[src/design/bls_pkg.sv]
package bls_pkg;

	// default coordinate width
	localparam int COORD_BITS_DEF = 10;

	// input item kinds
	localparam logic KIND_START = 1'b0;
	localparam logic KIND_STEP  = 1'b1;

	// result handed from the stepping core to the output stage
	typedef struct packed {
		logic valid;
		logic last;
	} bls_res_ctl_t;

endpackage

[src/design/bls_step_core.sv]
module bls_step_core #(
	parameter int COORD_BITS = bls_pkg::COORD_BITS_DEF
) (
	input  logic                    clk,
	input  logic                    arst_n,
	input  logic                    load,
	input  logic                    step,
	input  logic [COORD_BITS-1:0]   x_start,
	input  logic [COORD_BITS-1:0]   y_start,
	input  logic [COORD_BITS-1:0]   x_end,
	input  logic [COORD_BITS-1:0]   y_end,
	output bls_pkg::bls_res_ctl_t   res_ctl,
	output logic [COORD_BITS-1:0]   res_x,
	output logic [COORD_BITS-1:0]   res_y
);

	localparam int DW = COORD_BITS + 3;

	logic [COORD_BITS-1:0] cur_x_q, cur_y_q, goal_x_q, goal_y_q;
	logic [COORD_BITS-1:0] delta_x_q, delta_y_q;
	logic                  step_neg_x_q, step_neg_y_q, y_major_q, active_q;
	logic signed [DW-1:0]  decision_q;

	// start-item setup values
	logic                  ld_neg_x, ld_neg_y, ld_y_major;
	logic [COORD_BITS-1:0] ld_dx, ld_dy, ld_major, ld_minor;
	logic signed [DW-1:0]  ld_decision;

	// step-item values
	logic                  done;
	logic                  dec_ge;
	logic [COORD_BITS-1:0] major, minor;
	logic signed [DW-1:0]  nxt_decision;
	logic [COORD_BITS-1:0] inc_x, inc_y;

	// work out deltas, directions, major axis and initial decision term
	always_comb begin
		ld_neg_x    = x_end < x_start;
		ld_neg_y    = y_end < y_start;
		ld_dx       = ld_neg_x ? (x_start - x_end) : (x_end - x_start);
		ld_dy       = ld_neg_y ? (y_start - y_end) : (y_end - y_start);
		ld_y_major  = ld_dy > ld_dx;
		ld_major    = ld_y_major ? ld_dy : ld_dx;
		ld_minor    = ld_y_major ? ld_dx : ld_dy;
		ld_decision = $signed({2'b00, ld_minor, 1'b0}) - $signed({3'b000, ld_major});
	end

	// advance one pixel along the major axis, minor when decision is non-negative
	always_comb begin
		done         = y_major_q ? (cur_y_q == goal_y_q) : (cur_x_q == goal_x_q);
		major        = y_major_q ? delta_y_q : delta_x_q;
		minor        = y_major_q ? delta_x_q : delta_y_q;
		dec_ge       = ~decision_q[DW-1];
		nxt_decision = decision_q + $signed({2'b00, minor, 1'b0})
			- (dec_ge ? $signed({2'b00, major, 1'b0}) : $signed({DW{1'b0}}));
		inc_x        = step_neg_x_q ? (cur_x_q - 1'b1) : (cur_x_q + 1'b1);
		inc_y        = step_neg_y_q ? (cur_y_q - 1'b1) : (cur_y_q + 1'b1);
	end

	// load a new line or advance the current one
	always_ff @(posedge clk or negedge arst_n) begin
		if (!arst_n) begin
			cur_x_q      <= '0;
			cur_y_q      <= '0;
			goal_x_q     <= '0;
			goal_y_q     <= '0;
			delta_x_q    <= '0;
			delta_y_q    <= '0;
			step_neg_x_q <= 1'b0;
			step_neg_y_q <= 1'b0;
			y_major_q    <= 1'b0;
			active_q     <= 1'b0;
			decision_q   <= '0;
		end else if (load) begin
			cur_x_q      <= x_start;
			cur_y_q      <= y_start;
			goal_x_q     <= x_end;
			goal_y_q     <= y_end;
			delta_x_q    <= ld_dx;
			delta_y_q    <= ld_dy;
			step_neg_x_q <= ld_neg_x;
			step_neg_y_q <= ld_neg_y;
			y_major_q    <= ld_y_major;
			active_q     <= 1'b1;
			decision_q   <= ld_decision;
		end else if (step && active_q) begin
			if (done) begin
				active_q <= 1'b0;
			end else begin
				decision_q <= nxt_decision;
				if (y_major_q) begin
					cur_y_q <= inc_y;
					if (dec_ge) begin
						cur_x_q <= inc_x;
					end
				end else begin
					cur_x_q <= inc_x;
					if (dec_ge) begin
						cur_y_q <= inc_y;
					end
				end
			end
		end
	end

	// emit the current pixel on a step with an active line
	assign res_ctl.valid = step && active_q;
	assign res_ctl.last  = done;
	assign res_x         = cur_x_q;
	assign res_y         = cur_y_q;

endmodule

[src/design/bresenham_line_stepper.sv]
// Bresenham line stepper, all eight octants.
// A step item's pixel is registered into the output register, or into skid when stalled.
// One item per cycle while in_ready is high; a start item gives no pixel.
// A two-entry output buffer (output register plus skid) keeps input open for one stall.
// Reset (arst_n low, asynchronous): no line loaded, output buffer empty.
module bresenham_line_stepper #(
	parameter int COORD_BITS = bls_pkg::COORD_BITS_DEF
) (
	input  logic                  clk,
	input  logic                  arst_n,
	input  logic                  in_valid,
	output logic                  in_ready,
	input  logic                  kind,
	input  logic [COORD_BITS-1:0] x_start,
	input  logic [COORD_BITS-1:0] y_start,
	input  logic [COORD_BITS-1:0] x_end,
	input  logic [COORD_BITS-1:0] y_end,
	output logic                  out_valid,
	input  logic                  out_ready,
	output logic [COORD_BITS-1:0] pixel_x,
	output logic [COORD_BITS-1:0] pixel_y,
	output logic                  last
);

	logic                  accept;
	bls_pkg::bls_res_ctl_t res_ctl;
	logic [COORD_BITS-1:0] res_x, res_y;

	logic                  out_valid_q, skid_valid_q;
	logic [COORD_BITS-1:0] out_x_q, out_y_q, skid_x_q, skid_y_q;
	logic                  out_last_q, skid_last_q;

	assign in_ready = ~skid_valid_q;
	assign accept   = in_valid && in_ready;

	bls_step_core #(
		.COORD_BITS(COORD_BITS)
	) u_core (
		.clk     (clk),
		.arst_n  (arst_n),
		.load    (accept && (kind == bls_pkg::KIND_START)),
		.step    (accept && (kind == bls_pkg::KIND_STEP)),
		.x_start (x_start),
		.y_start (y_start),
		.x_end   (x_end),
		.y_end   (y_end),
		.res_ctl (res_ctl),
		.res_x   (res_x),
		.res_y   (res_y)
	);

	// hold results in the output register, spill into skid when stalled
	always_ff @(posedge clk or negedge arst_n) begin
		if (!arst_n) begin
			out_valid_q  <= 1'b0;
			skid_valid_q <= 1'b0;
		end else if (out_valid_q && !out_ready) begin
			if (res_ctl.valid) begin
				skid_valid_q <= 1'b1;
			end
		end else if (skid_valid_q) begin
			out_valid_q  <= 1'b1;
			skid_valid_q <= 1'b0;
		end else begin
			out_valid_q <= res_ctl.valid;
		end
	end

	// move payload alongside the valid bits
	always_ff @(posedge clk) begin
		if (out_valid_q && !out_ready) begin
			if (res_ctl.valid) begin
				skid_x_q    <= res_x;
				skid_y_q    <= res_y;
				skid_last_q <= res_ctl.last;
			end
		end else if (skid_valid_q) begin
			out_x_q    <= skid_x_q;
			out_y_q    <= skid_y_q;
			out_last_q <= skid_last_q;
		end else if (res_ctl.valid) begin
			out_x_q    <= res_x;
			out_y_q    <= res_y;
			out_last_q <= res_ctl.last;
		end
	end

	assign out_valid = out_valid_q;
	assign pixel_x   = out_x_q;
	assign pixel_y   = out_y_q;
	assign last      = out_last_q;

endmodule
[config.mk]
export PLATFORM = sky130hd
export DESIGN_NAME = bresenham_line_stepper
export DESIGN_NICKNAME = d
export VERILOG_FILES = /design/src/design/bls_pkg.sv /design/src/design/bls_step_core.sv /design/src/design/bresenham_line_stepper.sv
export SDC_FILE = /design/constraint.sdc
export NUM_CORES = 1
export LEC_CHECK = 0
export BUFFER_PORTS_ARGS = -buffer_cell sky130_fd_sc_hd__buf_4
export CORE_MARGIN = 2
export CORE_UTILIZATION = 55
export CTS_CLUSTER_SIZE = 30
export DETAILED_ROUTE_END_ITERATION = 8
export GPL_ROUTABILITY_DRIVEN = 0
export HOLD_SLACK_MARGIN = 0.06
export PLACE_DENSITY = 0.73
export REMOVE_ABC_BUFFERS = 1
export SLEW_MARGIN = 40
export SYNTH_ARGS = -nofsm -noshare
export SYNTH_HDL_FRONTEND = slang
export SYNTH_SLANG_ARGS = --single-unit
export TNS_END_PERCENT = 20
[constraint.sdc]
create_clock -name clk -period 6.8 [get_ports clk]
set_input_delay 0.68 -clock clk [delete_from_list [all_inputs] [get_ports clk]]
set_output_delay 0.68 -clock clk [all_outputs]
set_load 0.02 [all_outputs]
# Yosys cells after proc, flatten, opt, wreduce, memory -nomap -nowiden
# Cells that the tools add are included.
# W data, S select, Z words.
[totals] ff_bits=121 out_inout_bits=23
[classes] add_sub_neg=11 n_lt_le_gt_ge=3 n_eq_ne=6 mux=35 bitwise_logic=3 n_reduce_logical=15
[ops] operator="$mux W10" n=22
[ops] operator="$sub A10 B10 Y10" n=4
[ops] operator="$mux W13" n=3
[ops] operator="$add A10 B1 Y10 const B" n=2
[ops] operator="$eq A10 B10 Y1" n=2
[ops] operator="$lt A10 B10 Y1" n=2
[ops] operator="$sub A10 B1 Y10 const B" n=2
[ops] operator="$add A13 B12 Y13" n=1
[ops] operator="$sub A13 B13 Y13" n=1
[ops] operator="$sub A11 B10 Y12" n=1
[ops] operator="$mux W11" n=1
[ops] operator="$gt A10 B10 Y1" n=1
[ops] operator="$mux W1" n=9
[ops] operator="$reduce_and A2 Y1" n=4
[ops] operator="$reduce_and A3 Y1" n=2
[ops] operator="$reduce_bool A2 Y1" n=3
[ops] operator="$logic_and A1 B1 Y1" n=5
[ops] operator="$ne A3 B1 Y1 const B" n=1
[ops] operator="$ne A3 B2 Y1 const B" n=1
[ops] operator="$not A1 Y1" n=3
[ops] operator="$ne A2 B1 Y1 const B" n=1
[ops] operator="$ne A2 B2 Y1 const B" n=1
[ops] operator="$logic_not A1 Y1" n=1

# Depth between registers and ports, before layout
[depth] ltp_word=7 mapped_depth=31 ltp_nobuf=29

# By module
# From an unflattened synthesis, not the netlist that was laid out.
[hier_totals] cells_unflattened=963 hier_area_um2=9486.6
[modules_own_cells] mod="bls_step_core" n_inst=1 cells_per_inst=885 area_each_um2=7778.7 seq_area_each_um2=1901.8
[modules_own_cells] mod="bresenham_line_stepper" n_inst=1 cells_per_inst=78 area_each_um2=1707.9 seq_area_each_um2=1311.3

# Worst setup path after synthesis
# No wires, ideal clock.
[synth_path] kind="input to register" from="input y_end[0]" to="register u_core.decision_q[12]" setup_ps=77 t_arrival_ps=6703 required_time_ps=6723 setup_slack_ps=20 path_stages=29 n_path_buf=2 path_cell_list="inv_1 > ha_1 > inv_1 > fa_1 > a211oi_1 > o21ai_1 > a31oi_4 > mux2i_1 > o21ai_2 > a221oi_1 > o221ai_1 > xnor2_1 > inv_1 > ha_1 > a21oi_1 > o21ai_0 > o22a_1 > buf_1 > clkbuf_1 > a21oi_1 > ha_1 > and3_1 > a311oi_1 > o31ai_1 > o21ai_0 > a21oi_1 > a2111oi_4 > o22ai_1 > a21oi_1"
[synth_via] elab_chain_cells=6 elab_cells_between_ends=9
[synth_rtl] item="start, declared" line="bresenham_line_stepper.sv:17" rtl="input logic [COORD_BITS-1:0] y_end,"
[synth_rtl] item="$sub A10 B10 Y10 / $lt A10 B10 Y1 (equally long branches)" line="bls_step_core.sv:41, bls_step_core.sv:39"
[synth_rtl] item="$mux W10 *" line="bls_step_core.sv:41" rtl="ld_dy = ld_neg_y ? (y_start - y_end) : (y_end - y_start);"
[synth_rtl] item="named net u_core.ld_dy[7]" line="bls_step_core.sv:26" rtl="logic [COORD_BITS-1:0] ld_dx, ld_dy, ld_major, ld_minor;"
[synth_rtl] item="$gt A10 B10 Y1" line="bls_step_core.sv:42" rtl="ld_y_major = ld_dy > ld_dx;"
[synth_rtl] item="$mux W10 (on tied branches)" line="bls_step_core.sv:44, bls_step_core.sv:43"
[synth_rtl] item="$sub A11 B10 Y12 *" line="bls_step_core.sv:45" rtl="ld_decision = $signed({2'b00, ld_minor, 1'b0}) - $signed({3'b000, ld_major});"
[synth_rtl] item="$mux W13 *" line="bls_step_core.sv:74" rtl="end else if (load) begin"
[synth_rtl] item="end signal, assigned" line="bls_step_core.sv:85" rtl="decision_q <= ld_decision;"
[synth_rtl] item="end signal, assigned" line="bls_step_core.sv:90" rtl="decision_q <= nxt_decision;"
[synth_rtl] item="end, declared" line="bls_step_core.sv:22" rtl="logic signed [DW-1:0] decision_q;"
# The timed path passes the listed nets; every way through them passes the cells marked *.
# A chain may end at the register's enable or synchronous reset.

# Final worst setup path
[layout_path] from="input x_end[0]" to="register u_core.decision_q[12]"
[layout_via] elab_chain_cells=6 elab_cells_between_ends=9
[layout_rtl] item="start, declared" line="bresenham_line_stepper.sv:16" rtl="input logic [COORD_BITS-1:0] x_end,"
[layout_rtl] item="$sub A10 B10 Y10 / $lt A10 B10 Y1 (equally long branches)" line="bls_step_core.sv:40, bls_step_core.sv:38"
[layout_rtl] item="$mux W10 *" line="bls_step_core.sv:40" rtl="ld_dx = ld_neg_x ? (x_start - x_end) : (x_end - x_start);"
[layout_rtl] item="$gt A10 B10 Y1" line="bls_step_core.sv:42"
[layout_rtl] item="$mux W10 (on tied branches)" line="bls_step_core.sv:44, bls_step_core.sv:43"
[layout_rtl] item="$sub A11 B10 Y12 *" line="bls_step_core.sv:45"
[layout_rtl] item="$mux W13 *" line="bls_step_core.sv:74"
# Every way passes the cells marked *; elsewhere a longest branch is shown, timed or not.

==> results.md <==
Outcome
• outcome: completed

Placed design
• Placement Cell Area: 0.009952 sq mm
• Worst Setup Slack post-DPL: -0.2675 ns
• hpwl dp: 16.60 mm
• Port-buffer cells: 67

Timing
• pins over their slew limit: 0
• peak clock frequency supported by timing: 156.9 MHz
• tightest slew margin relative to the limit: 50.25%
• Finish-stage setup viols: 0
• post-layout min period: 6.374 ns
• worst-case clock skew: 0.007901 ns
• Final Hold Viols: 0
• Sum Neg Setup Slack: 0 ns
• Worst Slack Setup Final: 0.4257 ns
• final worst path period share: 93.74%
• slew at the pin closest to its max-slew limit: 0.7369 ns

GRT
• number of antenna violations at the first check in global routing: 0
• total global routing overflow: 0
• total track usage: 26.31%
• maximum number of pins on one net before global-route repair: 89
• global-route wire length before repair: 36.85 mm
• number of global-route vias before repair: 7213

Detailed routing
• highest routed layer: met4
• TritonRoute pass-1 iters: 5
• initial drt markers: 781
• met2 routed wirelength: 10.31 mm
• vias per cell: 5.841
• Antenna Nets Post-Route: 0
• final wirelength: 22.25 mm
• via count: 7406
• met3 WL: 1.351 mm
• DRC Markers: 0
• drt wl/cell: 17.55 um
• DRT met1 WL: 10.08 mm

Clock network
• clk sink count: 120
• insertion delay to the later sink of the worst-skew pair: 0.42 ns
• clock slew at reported path FFs: 0.06 ns
• root cell of the clock tree: clkbuf_16
• number of buffers inserted during clock tree synthesis: 17
• clock tree from TritonCTS: done
• CTS Buffer Depth: 2
• maximum level of the CTS H-tree: 4

Floorplanning
• IO Pins: 68
• row count: 46
• die outline height: 132.5 um
• DIE AREA: 0.01757 sq mm
• starting density of the core: 56.80%
• die width: 132.5 um
• Core Footprint: 0.01600 sq mm

Cells and area
• Area growth, synth to finish: 16.29%
• fin area: 0.01057 sq mm
• nets@finish: 1185
• # fillers: 1275
• flip-flop and latch area: 0.003214 sq mm
• # diodes: 0
• Multi-input gate area: 0.005497 sq mm
• layout cells sized above 1: 17.97%

Logic synthesis
• post-synth top area share: 21.48%
• count of cell types in the netlist: 70
• EDFF count, synth: 42
• gate count after technology mapping: 960
• number of warnings issued by yosys: 0
• summed instance area of the synthesized netlist: 0.009087 sq mm
• Post-synth top flop: dfrtp_1
• post-synthesis async set-or-reset flop share: 65.00%
• most numerous cell in the Yosys netlist: nand2_1
• top cells by area in the synthesized netlist: dfrtp_1 21%, edfxtp_1 14%, ha_1 11%
• post-synthesis cell type with the largest combined area: dfrtp_1
• register area share after synthesis: 35.36%
• Synth Area per Inst: 9.466 sq um
• top cells by instance count after synthesis: 122 x nand2_1, 95 x o21ai_0, 83 x ha_1
• total of flip-flops plus latches after synthesis: 120

Setup path
• reg-to-reg critical path endpoint: u_core.decision_q[11]
• highest net fanout along the worst path: 8
• data required time at the worst endpoint: 7.14 ns
• Critical Path AT: 6.72 ns
• startpoint of the worst register-to-register path: u_core.y_major_q
• endpoint type of the worst setup path: flip-flop
• Register-to-Register Setup Slack: 2.75 ns
• Setup crit start kind: input port
• class of the most critical setup path: input port to flip-flop
• worst r2r path cells: 13

Job
• total of max-cap violations: 0

Power and ir drop
• Comb pwr share: 59.0%
• P per Cell Area: 479.0 mW/mm^2
• clock share of power: 17.8%
• Pleak: 4.829 nW
• switching fraction of total power: 42.70%
• switching power of the nets: 2.162 mW
• sequential fraction of design power: 23.2%
• internal portion of total power: 2.900 mW
• maximum ir drop on the vdd rail: 0.2718 mV

Min path
• class of the tightest hold or removal check: input port to asynchronous set/reset pin

cell families after synthesis:
kind of cell | count (synthesis) | share of synthesized area [%]
compound gates | 262 | 18.22
simple gates | 231 | 11.58
flops | 120 | 35.36
buf+inv | 109 | 4.681
fa+ha+maj | 101 | 15.39
mux | 70 | 8.316
xor+xnor | 67 | 6.457
stage by stage:
step | std cells | util (%) | power [mW] | hold slack, ns
detailed placement | 1236 | 62.20 | 4.100 | 0.4846
global placement | 1236 | 62.14 | 4.042 | 0.4760
floorplan | 925 | - | 3.414 | 0.3844
CTS | 1268 | 65.90 | 5.040 | 0.2324
finish | 1268 | 66.05 | 5.062 | 0.2282
global route | 1268 | 66.05 | 5.479 | 0.2465
worst max-delay path, cell delays in order:
cell	delay [ns]
buf_4	0.11
inv_1	0.06
ha_1	0.15
inv_1	0.05
fa_1	0.38
a21o_1	0.19
a311oi_2	0.34
o21bai_1	0.19
a221oi_1	0.36
o311ai_2	0.16
a211oi_2	0.26
mux2i_1	0.25
nand3_2	0.12
ha_1	0.32
nand4_1	0.19
a31oi_2	0.28
o22a_2	0.29
mux2i_2	0.30
ha_1	0.28
and3_1	0.22
a311oi_1	0.30
o31ai_1	0.19
o21ai_2	0.22
a21oi_1	0.13
a2111oi_4	0.38
o22ai_1	0.14
a21oi_1	0.16
how the worst max path moves through the flow:
| stage | start | endpoint | slack [ns] |
|---|---|---|---|
| 6_report | x_end[0] | u_core.decision_q[12] | 0.43 |
| 5_1_grt | y_end[0] | u_core.decision_q[12] | -0.004 |
| 4_1_cts | y_end[0] | u_core.decision_q[12] | 0.10 |
| 3_5_place_dp | y_end[0] | u_core.decision_q[12] | -0.27 |
| 3_3_place_gp | y_end[0] | u_core.decision_q[12] | 0.05 |
| 2_1_floorplan | y_end[0] | u_core.decision_q[12] | -0.08 |
layer usage:
layer	vias to the layer above	track usage, %
li1	3566	-
met1	3538	36.24
met2	266	42.89
met3	36	4.406
met4	0	7.766
met5	-	0
cell usage in the layout, fill, tap and decap left out, drive strengths merged, types with 26 or more instances in the layout:
master / netlist / final
o21ai: 97 / 97
a21o: 28 / 28
mux2i: 29 / 29
dfrtp: 78 / 78
nand2: 122 / 122
xnor2: 41 / 41
inv: 74 / 80
ha: 83 / 83
a21oi: 64 / 64
xor2: 26 / 26
edfxtp: 42 / 42
buf: 9 / 95
nor2: 32 / 32
mux2: 41 / 41
sequential cells by signal (all words and copies together), names as in the netlist, 10 cells and up:
name / flops
u_core.res_x: 10
skid_x_q: 10
pixel_x: 10
u_core.delta_x_q: 10
u_core.res_y: 10
u_core.delta_y_q: 10
u_core.goal_y_q: 10
u_core.goal_x_q: 10
skid_y_q: 10
u_core.decision_q: 12
pixel_y: 10
layout make-up:
class                           count  share of cell area, %
Clock buffer                       17                  4.026
Clock inverter                     15                  1.575
Inverter                           74                  2.628
Multi-Input combinational cell    731                  52.01
Sequential cell                   120                  30.42
Tap cell                          216                  2.557
Timing Repair Buffer               95                  6.784
power groups by stage:
stage / Clock (mW) / Combinational, mW / Sequential [mW]
final: 0.901 / 2.99 / 1.17
after detailed placement: 0 / 2.92 / 1.18
after floorplan: 0 / 2.28 / 1.14
after global placement: 0 / 2.87 / 1.18
after CTS: 0.913 / 2.96 / 1.17
after global routing: 0.954 / 3.33 / 1.20
repair_timing:
item	4_1_cts	5_1_grt
setup endpoints to repair	0	5
hold buffers	0	0
resized for setup	0	8
buffers inserted	0	0
No activity file was read; power rests on OpenSTA's default activity.
